**src/rtl/isy_pkg.sv**
```systemverilog
// shared types, character codes and helper functions of the infix evaluator
package isy_pkg;

  localparam int STACK_DEPTH_DEF = 32;

  localparam logic [7:0] CH_LPAREN = 8'h28;
  localparam logic [7:0] CH_RPAREN = 8'h29;
  localparam logic [7:0] CH_POW    = 8'h5e;
  localparam logic [7:0] CH_MUL    = 8'h2a;
  localparam logic [7:0] CH_DIV    = 8'h2f;
  localparam logic [7:0] CH_ADD    = 8'h2b;
  localparam logic [7:0] CH_SUB    = 8'h2d;
  localparam logic [7:0] CH_ZERO   = 8'h30;
  localparam logic [7:0] CH_NINE   = 8'h39;
  localparam logic [7:0] CH_SPACE  = 8'h20;
  localparam logic [7:0] CH_TAB    = 8'h09;

  typedef enum logic [2:0] {
    ERR_NONE,
    ERR_PAREN,
    ERR_OVERFLOW,
    ERR_UNDERFLOW,
    ERR_DIV_ZERO,
    ERR_UNKNOWN
  } err_t;

  typedef struct packed {
    logic [7:0] symbol;
    logic       end_of_expr;
  } req_t;

  typedef struct packed {
    logic               kind;
    logic [7:0]         symbol_out;
    logic signed [31:0] value;
    logic [2:0]         error;
    logic               last_out;
  } rsp_t;

  typedef enum logic [2:0] {
    CLS_SPACE,
    CLS_LPAREN,
    CLS_RPAREN,
    CLS_OP,
    CLS_DIGIT,
    CLS_UNKNOWN
  } sym_class_t;

  typedef enum logic [4:0] {
    CMD_NOP,
    CMD_ACCEPT,
    CMD_PUSH_SYM,
    CMD_FLAG_UNK,
    CMD_FLAG_PAREN,
    CMD_OP_POP_RD,
    CMD_OP_POP_EMIT,
    CMD_EMIT_LOAD_RAM,
    CMD_EMIT_LOAD_SYM,
    CMD_EV_PUSH_DIGIT,
    CMD_FLAG_UNDER,
    CMD_VAL_RD_B,
    CMD_VAL_LATCH_B,
    CMD_ALU_START,
    CMD_VAL_WR,
    CMD_EMIT_RES,
    CMD_FINAL_RES,
    CMD_FLUSH_LAST
  } cmd_t;

  typedef enum logic [4:0] {
    S_IDLE,
    S_DISPATCH,
    S_CP_RD,
    S_CP_WT,
    S_OP_RD,
    S_OP_WT,
    S_OP_PUSH,
    S_END_CHK,
    S_FL_RD,
    S_FL_WT,
    S_FINAL_RD,
    S_FINAL_RES,
    S_FIN,
    S_EV,
    S_EV_RDA,
    S_EV_RDB,
    S_EV_ALU,
    S_EV_WAIT,
    S_EV_WR,
    S_EV_EMIT
  } ctl_state_t;

  typedef struct packed {
    sym_class_t cls;
    logic       end_flag;
    logic       op_empty;
    logic       val_lt2;
    logic       top_lparen;
    logic       rank_ge;
    logic       emit_digit;
    logic       unit_busy;
    logic       can_emit;
  } status_t;

  function automatic logic [1:0] rank(input logic [7:0] c);
    logic [1:0] r;
    case (c)
      CH_POW:         r = 2'd3;
      CH_MUL, CH_DIV: r = 2'd2;
      CH_ADD, CH_SUB: r = 2'd1;
      default:        r = 2'd0;
    endcase
    return r;
  endfunction

  function automatic sym_class_t classify(input logic [7:0] c);
    sym_class_t k;
    if (c == CH_SPACE || c == CH_TAB) k = CLS_SPACE;
    else if (c == CH_LPAREN) k = CLS_LPAREN;
    else if (c == CH_RPAREN) k = CLS_RPAREN;
    else if (rank(c) != 2'd0) k = CLS_OP;
    else if (c inside {[CH_ZERO:CH_NINE]}) k = CLS_DIGIT;
    else k = CLS_UNKNOWN;
    return k;
  endfunction

endpackage

```
**src/rtl/isy_controller.sv**
```systemverilog
// sequencing state machine of the infix evaluator
module isy_controller import isy_pkg::*; (
  input  logic    clk,
  input  logic    rst,
  input  logic    req_valid,
  output logic    req_ready,
  input  status_t st,
  output cmd_t    cmd
);

  ctl_state_t state;
  ctl_state_t state_next;
  ctl_state_t ret_state;
  ctl_state_t ret_state_next;

  always_ff @(posedge clk) begin
    if (rst) begin
      state     <= S_IDLE;
      ret_state <= S_END_CHK;
    end else begin
      state     <= state_next;
      ret_state <= ret_state_next;
    end
  end

  always_comb begin
    state_next     = state;
    ret_state_next = ret_state;
    cmd            = CMD_NOP;
    req_ready      = 1'b0;
    case (state)
      S_IDLE: begin
        req_ready = 1'b1;
        if (req_valid) begin
          cmd        = CMD_ACCEPT;
          state_next = S_DISPATCH;
        end
      end
      S_DISPATCH: begin
        case (st.cls)
          CLS_SPACE:  state_next = S_END_CHK;
          CLS_LPAREN: begin
            cmd        = CMD_PUSH_SYM;
            state_next = S_END_CHK;
          end
          CLS_RPAREN: state_next = S_CP_RD;
          CLS_OP:     state_next = S_OP_RD;
          CLS_DIGIT: begin
            cmd            = CMD_EMIT_LOAD_SYM;
            ret_state_next = S_END_CHK;
            state_next     = S_EV;
          end
          default: begin
            cmd        = CMD_FLAG_UNK;
            state_next = S_END_CHK;
          end
        endcase
      end
      S_CP_RD: begin
        if (st.op_empty) begin
          cmd        = CMD_FLAG_PAREN;
          state_next = S_END_CHK;
        end else begin
          cmd        = CMD_OP_POP_RD;
          state_next = S_CP_WT;
        end
      end
      S_CP_WT: begin
        if (st.top_lparen) state_next = S_END_CHK;
        else begin
          cmd            = CMD_EMIT_LOAD_RAM;
          ret_state_next = S_CP_RD;
          state_next     = S_EV;
        end
      end
      S_OP_RD: state_next = st.op_empty ? S_OP_PUSH : S_OP_WT;
      S_OP_WT: begin
        if (st.rank_ge) begin
          cmd            = CMD_OP_POP_EMIT;
          ret_state_next = S_OP_RD;
          state_next     = S_EV;
        end else begin
          state_next = S_OP_PUSH;
        end
      end
      S_OP_PUSH: begin
        cmd        = CMD_PUSH_SYM;
        state_next = S_END_CHK;
      end
      S_END_CHK: state_next = st.end_flag ? S_FL_RD : S_FIN;
      S_FL_RD: begin
        if (st.op_empty) state_next = S_FINAL_RD;
        else begin
          cmd        = CMD_OP_POP_RD;
          state_next = S_FL_WT;
        end
      end
      S_FL_WT: begin
        if (st.top_lparen) begin
          cmd        = CMD_FLAG_PAREN;
          state_next = S_FL_RD;
        end else begin
          cmd            = CMD_EMIT_LOAD_RAM;
          ret_state_next = S_FL_RD;
          state_next     = S_EV;
        end
      end
      S_FINAL_RD: state_next = S_FINAL_RES;
      S_FINAL_RES: begin
        if (st.can_emit) begin
          cmd        = CMD_FINAL_RES;
          state_next = S_FIN;
        end
      end
      S_FIN: begin
        if (st.can_emit) begin
          cmd        = CMD_FLUSH_LAST;
          state_next = S_IDLE;
        end
      end
      S_EV: begin
        if (st.emit_digit) begin
          cmd        = CMD_EV_PUSH_DIGIT;
          state_next = S_EV_EMIT;
        end else if (st.val_lt2) begin
          cmd        = CMD_FLAG_UNDER;
          state_next = S_EV_EMIT;
        end else begin
          state_next = S_EV_RDA;
        end
      end
      S_EV_RDA: begin
        cmd        = CMD_VAL_RD_B;
        state_next = S_EV_RDB;
      end
      S_EV_RDB: begin
        cmd        = CMD_VAL_LATCH_B;
        state_next = S_EV_ALU;
      end
      S_EV_ALU: begin
        cmd        = CMD_ALU_START;
        state_next = S_EV_WAIT;
      end
      S_EV_WAIT: begin
        if (!st.unit_busy) state_next = S_EV_WR;
      end
      S_EV_WR: begin
        cmd        = CMD_VAL_WR;
        state_next = S_EV_EMIT;
      end
      S_EV_EMIT: begin
        if (st.can_emit) begin
          cmd        = CMD_EMIT_RES;
          state_next = ret_state;
        end
      end
      default: state_next = S_IDLE;
    endcase
  end

endmodule

```
**config.mk**
```make
export PLATFORM = sky130hd
export DESIGN_NAME = isy_controller
export DESIGN_NICKNAME = d
export VERILOG_FILES = /design/src/rtl/isy_pkg.sv /design/src/rtl/isy_controller.sv
export SDC_FILE = /design/constraint.sdc
export NUM_CORES = 1
export LEC_CHECK = 0
export ABC_AREA = 1
export BUFFER_PORTS_ARGS = -buffer_cell sky130_fd_sc_hd__buf_2
export CORE_MARGIN = 4
export CORE_UTILIZATION = 59
export DETAILED_ROUTE_END_ITERATION = 10
export PLACE_DENSITY = 0.9
export SYNTH_ARGS = -nofsm -noshare
export SYNTH_HDL_FRONTEND = slang
export SYNTH_SLANG_ARGS = --single-unit
```
**constraint.sdc**
```tcl
create_clock -name clk -period 4.5 [get_ports clk]
set_input_delay 1.35 -clock clk [delete_from_list [all_inputs] [get_ports clk]]
set_output_delay 1.35 -clock clk [all_outputs]
set_load 0.05 [all_outputs]
```
==> Yosys cells after proc, flatten, opt, wreduce, memory -nomap -nowiden <==
Index checks and enable logic that the tools add are counted.
{ "totals": {"input_bits": 14, "wordCells": 75, "ff_bits": 10} }
{ "classes": {"eq_ne": 32, "n_mux": 35, "n_reduce_logical": 6} }
{ "op_table": {"columns": ["op", "n"], "rows": [
  ["$pmux 5 s20", 1],
  ["$pmux 5 s16", 1],
  ["$mux 5", 13],
  ["$eq 5x4->1 const B", 8],
  ["$pmux 4 s3", 2],
  ["$eq 5x3->1 const B", 4],
  ["$eq 5x5->1 const B", 4],
  ["$mux 4", 5],
  ["$pmux 5 s4", 1],
  ["$mux 3", 6],
  ["$ne 2x2->1 const B", 9],
  ["$eq 5x2->1 const B", 2],
  ["$reduce_and 5->1", 2],
  ["$eq 3x2->1 const B", 2],
  ["$mux 2", 3],
  ["$eq 5x1->1 const B", 1],
  ["$logic_not 5->1", 1],
  ["$reduce_bool 4->1", 1],
  ["$eq 3x1->1 const B", 1],
  ["$eq 3x3->1 const B", 1],
  ["$logic_not 3->1", 1],
  ["$mux 1", 3],
  ["$reduce_or 3->1", 1]
]} }

==> Depth between registers and ports, before layout <==
Gate-level depths: netlist (run 1).
{ "logic_depth": {"ltp_word": 4, "mapped_depth": 10} }

==> Least setup slack after synthesis (run 1) <==
Ideal clock, no wire load.
{ "synth_timing": {"path_kind": "input-to-output", "from": "input port st[8] in the netlist's numbering", "to": "output port cmd[0]", "path_buffers": 0, "t_arrival_ps": 2261, "slack_ps": 889, "cell_stages": 5, "path_cell_list": "nor2_1 -> nor2_1 -> o2bb2ai_1 -> a211oi_1 -> nand3_1"} }
{ "synth_between": {"elab_chain_len": 4, "elab_cells_between_ends": 8, "classes_between": "eq/ne (4); mux (2); reduce/logical (2)"} }
{ "synth_rtl": {"columns": ["item", "line_no", "text"], "rows": [
  ["start: declaration", "isy_controller.sv:7", "input status_t st,"],
  ["$eq 3x2->1 / $logic_not 3->1 (equally long branches)", "isy_controller.sv:40", "case (st.cls)"],
  ["$reduce_or 3->1 (no source line)", null, null],
  ["$pmux 4 s3 *", "isy_controller.sv:40", null],
  ["$pmux 5 s16 *", "isy_controller.sv:31", "case (state)"],
  ["end: declaration", "isy_controller.sv:8", "output cmd_t cmd"]
]} }
Every way passes the cells marked *; elsewhere a longest branch is shown, timed or not.

==> Worst setup path after layout (run 1) <==
Same ends and word-level chain as after synthesis.

==> flow_summary.toml, run 1 <==
[global_routing]
grt_first_pass_wirelength_um = 5150
grt_pass1_vias = 1266
grt_max_degree = 9
globalRouteOverflowTotal = 0
grt.total_usage_pct = 25.3
antenna_found_initial = 0

[synth]
syn_nets = 211
muxShareOfSynthArea_pct = 0
ys_ff_latch = 9
synth_xor_area_share_pct = 0
seq_area_frac_synth_pct = 17.0
synth_top_family_by_area = "simple AND/OR/NAND/NOR gates"
synth_compound_area_share_pct = 10.4
syn_area_per_cell_um2 = 5.37
synthAdderAreaFrac_pct = 0
synth_cell_types = 25
syn_area_mm2 = 0.00106
synthSimpleGateAreaFrac_pct = 62.3
ys_warn_count = 0
syn_inst = 197

[critical_path]
required_ns = 3.15
path_max_fanout = 4
cp-end-kind = "output pin"
path_buf_inv = 2
cpPeakStageDelay_ns = 0.24
path_class = "primary input to output pin"
start_kind = "primary input"
crit_path_top_delay_cell = "a211oi_1"
arrival_ns = 2.42
crit_family = "simple AND/OR/NAND/NOR gates"
worstPathCellList = "buf_2 -> nor2_1 -> nor2_1 -> o2bb2ai_1 -> a211oi_1 -> nand3_1 -> buf_2"

[place]
hpwl_um = 2420
place_congestion = 1.02
port_buffers = 19

[clock_network]
ctsHoldBuffers = 0
postCtsSetupBuffers = 0
cts_resized = 0
clkLatencyLatePin_ns = 0.26
cts_root_buf = "clkbuf_4"
cts.sinks = 9
htree_levels = 1
clk_pin_slew_ns = 0.06
cts_tree = "yes"
cts_max_path_buffers = 2
cts_made_buffers = 3

[sta]
worst_clock_skew_ns = 0.00691
final.setup.tns_ns = 0
rsz0062_at_grt = "false"
worstMarginPinSlew_ns = 0.365
max-slew-margin-rel_pct = 75.6
fin_crit_sh_pct = 83.9
period_needed_ns = 3.77
hold_violations = 0
drv_slew = 0
clock.fmax_mhz = 265
setup_violations = 0

[detailed_routing]
drt_iter0_markers = 68
routedWlPerCell_um = 11.9
routed_wl_um = 2900
firstDrtPassIters = 5
drc_errors = 0
postRouteAntennaNets = 0
viasPerCell = 5.45
vias = 1329

[status]
outcome = "finished, final reports clean"

[die]
ios = 20
die_w_um = 50.4
die_h_um = 50.4
core_mm2 = 0.00171
initial_core_util_pct = 62.0
dieArea_mm2 = 0.00254
num_rows = 15

[finish]
fin_util_pct = 70.3
final_common_cell = "nand2_1"
n_fill_cell = 162
drive_gt1_share_pct = 20.1
antenna_cells = 0
layout.nets = 234
mostFrequentLayoutCells = "nand2_1 (67), nor2_1 (36), inv_1 (23)"
area_delta_synth_final_pct = 13.4

[flow_run]
cap_violations = 0

[pwr]
power_mw = 0.708
p_leak_nw = 0.672
max-vdd-ir-drop_uv = 411
p_per_area_mw_per_mm2 = 590

[hold_path]
min_path_type = "register to register"
## logic make-up (layout without fill, tap and decap cells)
family	after synthesis	in the layout
simple gates	144	144
flops	9	9
buf+inv	27	49
compound gates	17	17
## sequential cells by signal (all words and copies together), names as in the netlist
register   count
state          5
ret_state      4
## routing by layer
layer / track usage (%) / share of wire [%] / vias up
li1: - / - / 663
met1: 29.8 / 39 / 574
met2: 45.0 / 48 / 74
met3: 4.45 / 9.4 / 18
met4: 9.42 / 3.4 / 0
met5: 0 / 0 / -
## per-stage QoR
step / setup slack, ns / hold WS, ns / instance area, um^2 / cells
final: 0.725 / 0.471 / 1200 / 244
after floorplan: 0.889 / 0.429 / 1060 / 197
after global routing: 0.673 / 0.489 / 1200 / 244
after global placement: 0.755 / 0.445 / 1170 / 240
after CTS: 0.745 / 0.463 / 1200 / 244
after detailed placement: 0.751 / 0.446 / 1170 / 240
## worst reg2reg max path, cell delays in order, from the launching register on
cell	delay, ns
dfxtp_1	0.43
inv_1	0.09
nand2_1	0.23
nor2_2	0.11
nand2_1	0.08
nand2_1	0.05
a21oi_1	0.22
nand2_2	0.12
nand2_1	0.08
nand3_1	0.06
## cells in the mapped netlist
cell type,number,area [um^2]
buf_6,1,11.3
nand3b_1,1,7.51
nor2_4,3,33.8
nand2_4,1,11.3
dfxtp_1,9,180
inv_1,23,86.3
a21oi_4,1,16.3
a211oi_1,2,15.0
nor2_2,7,43.8
nand2_1,67,251
a21oi_2,1,8.76
o2bb2ai_1,1,8.76
nand3_1,17,85.1
nand3_4,1,17.5
nand4_1,2,12.5
nor3_1,3,15.0
nor2_1,36,135
o22ai_1,1,6.26
nand3_2,2,20.0
a21oi_1,6,30.0
nand2_2,3,18.8
o21ai_0,4,20.0
nor3b_1,1,7.51
inv_2,3,11.3
o21ai_1,1,5.00
## power by group
part	switching (mW)	total (mW)	leakage [nW]	internal, mW
registers	0.0339	0.139	0.0735	0.105
logic	0.363	0.507	0.584	0.144
clock network	0.0283	0.0625	0.0150	0.0342
## cell type report
| cell class | instances | area [um^2] | area share (%) |
|---|---|---|---|
| tap | 25 | 31.3 | 2.61 |
| timing repair buffer | 19 | 95.1 | 7.92 |
| clock buffer | 4 | 26.3 | 2.19 |
| multi-input combinational | 161 | 769 | 64.1 |
| inverter | 26 | 97.6 | 8.13 |
| sequential | 9 | 180 | 15.0 |
## worst paths after layout
kind                                  start                   endpoint  slack, ns  cells past startpoint
setup / recovery                      st[8]                     cmd[0]       0.73                      7
hold reg to reg   ret_state[1]$_SDFFE_PP1P_  ret_state[1]$_SDFFE_PP1P_       0.47                      2
hold / removal    ret_state[1]$_SDFFE_PP1P_  ret_state[1]$_SDFFE_PP1P_       0.47                      2
setup reg to reg      state[3]$_SDFFE_PP0P_  ret_state[2]$_SDFFE_PP1P_       2.91                      9
(Power assumes the default switching activity.)
==> run 2: changes to the inputs <==
- CORE_UTILIZATION: 59 -> 55
- PLACE_DENSITY: 0.9 -> 0.85
- clock period: 4.5 -> 3.76 ns (I/O delays scaled with it)
==> run 2 against run 1 <==
Critical path depth down 2. Utilization down 3.0 points. Critical path type unchanged. Die area up 6.1%. Routed wire length grew 1.2%. Largest power group unchanged. Count of clock-buffer cells in the layout stayed put.
==> flow_summary.toml, run 2 (synthesis results as in run 1) <==
[critical_path]
arrival_ns = 2.13
rr_worst_depth = 7
cpMostUsedCell = "buf_2"
crit_family = "simple AND/OR/NAND/NOR gates"
crit_path_top_delay_cell = "buf_2"
reg2reg_slack_ns = 2.19
path_max_fanout = 5
reg2reg_to = "ret_state[3]$_SDFFE_PP0P_"
r2r_start = "state[0]$_SDFFE_PP0P_"
start_kind = "primary input"
worstPathCellList = "buf_2 -> nor2_1 -> nand3_1 -> nand4_1 -> buf_2"
path_buf_inv = 2
required_ns = 2.63
cp-end-kind = "output pin"
path_class = "primary input to output pin"
cpPeakStageDelay_ns = 0.27

[pwr]
power_frac_clock_pct = 8.3
pwr-share-seq_pct = 19.6
swShare_pct = 59.5
p_sw_mw = 0.498
power_mw = 0.837
comb_power_share_pct = 72.0
p_per_area_mw_per_mm2 = 698
p_int_mw = 0.339
max-vdd-ir-drop_uv = 477
p_leak_nw = 0.672

[place]
place_congestion = 0.954
hpwl_um = 2510
dp.cells = 240
port_buffers = 19

[sta]
hold_violations = 0
rsz0062_at_grt = "false"
worst_clock_skew_ns = 0.00368
worstMarginPinSlew_ns = 0.362
period_needed_ns = 3.26
fin_crit_sh_pct = 86.7
clock.fmax_mhz = 307
max-slew-margin-rel_pct = 75.8
drv_slew = 0
final.setup.tns_ns = 0
setup_violations = 0

[detailed_routing]
routed_wl_um = 2940
routedWlPerCell_um = 12.0
vias = 1314
postRouteAntennaNets = 0
drc_errors = 0
drt_iter0_markers = 52
viasPerCell = 5.39
firstDrtPassIters = 4

[clock_network]
cts_max_path_buffers = 2
cts.sinks = 9
htree_levels = 1
ctsHoldBuffers = 0
postCtsSetupBuffers = 0
cts_made_buffers = 3
clkLatencyLatePin_ns = 0.25
clk_pin_slew_ns = 0.05
cts_resized = 0
cts_root_buf = "clkbuf_4"
cts_tree = "yes"

[finish]
largest_reg_flops = 5
layout.nets = 234
n_fill_cell = 184
antenna_cells = 0
mostFrequentLayoutCells = "nand2_1 (67), nor2_1 (36), inv_1 (23)"
area_delta_synth_final_pct = 13.4
final_common_cell = "nand2_1"
top_register = "state"
reg_top3 = "state: 5 flops, ret_state: 4 flops"
drive_gt1_share_pct = 20.1
final_cells = 244

[die]
dieArea_mm2 = 0.00269
initial_core_util_pct = 59.4
ios = 20
core_mm2 = 0.00178
die_h_um = 51.9
num_rows = 15
die_w_um = 51.9

[global_routing]
grt_first_pass_wirelength_um = 5130
globalRouteOverflowTotal = 0
antenna_found_initial = 0
grt_pass1_vias = 1233
grt_max_degree = 9
grt.total_usage_pct = 25.0

[hold_path]
worstHoldStart = "ret_state[0]$_SDFFE_PP1P_"
hold_depth = 2
min_to = "ret_state[0]$_SDFFE_PP1P_"
min_path_type = "register to register"

[flow_run]
cap_violations = 0

[status]
outcome = "finished, final reports clean"
-- run 2: cell counts in the layout (fill, tap and decap cells not counted) --
No cell type changed its count.
-- run 2: routing by layer --
layer	global-route usage (%)	up-vias	wire, um
met5	0	-	0
met4	9.61	0	36
met3	3.44	6	171
met2	41.8	42	1420
met1	32.1	600	1320
li1	-	666	-
-- run 2: power groups by stage --
stage | clock network, mW | logic (mW) | registers, mW
after floorplan | 0 | 0.493 | 0.148
after global placement | 0 | 0.594 | 0.163
after CTS | 0.0733 | 0.602 | 0.163
after detailed placement | 0 | 0.601 | 0.165
after global routing | 0.0805 | 0.668 | 0.171
final | 0.0696 | 0.603 | 0.164
-- run 2: worst max path at each step --
stage | start | endpoint | slack (ns) | depth (start not counted)
4_1_cts | st[8] | cmd[0] | 0.51 | 7
3_5_place_dp | st[8] | cmd[0] | 0.52 | 7
2_1_floorplan | st[8] | cmd[0] | 0.59 | 5
5_1_grt | st[8] | cmd[0] | 0.38 | 7
6_report | st[8] | cmd[3] | 0.50 | 5
3_3_place_gp | st[8] | cmd[3] | 0.56 | 5
-- run 2: area by class of cell --
cell class / count / area [um^2] / share of cell area, %
multi-input cells: 161 / 769 / 64.1
inverters: 26 / 97.6 / 8.13
well taps: 25 / 31.3 / 2.61
clock buffers: 4 / 26.3 / 2.19
flip-flops and latches: 9 / 180 / 15.0
repair buffers: 19 / 95.1 / 7.92
-- run 2: metrics by stage --
step	hold slack, ns	cell area (um^2)	utilization (%)	setup slack [ns]
after floorplan	0.429	1060	-	0.593
after global placement	0.446	1170	65.8	0.559
after detailed placement	0.458	1170	65.8	0.516
after CTS	0.469	1200	67.3	0.507
after global routing	0.506	1200	67.3	0.385
final	0.465	1200	67.3	0.501
-- run 2: worst min-delay path, stage by stage (launching register included) --
cell and delay (ns):
dfxtp_1 0.32, nand2_1 0.06, nand3_1 0.05
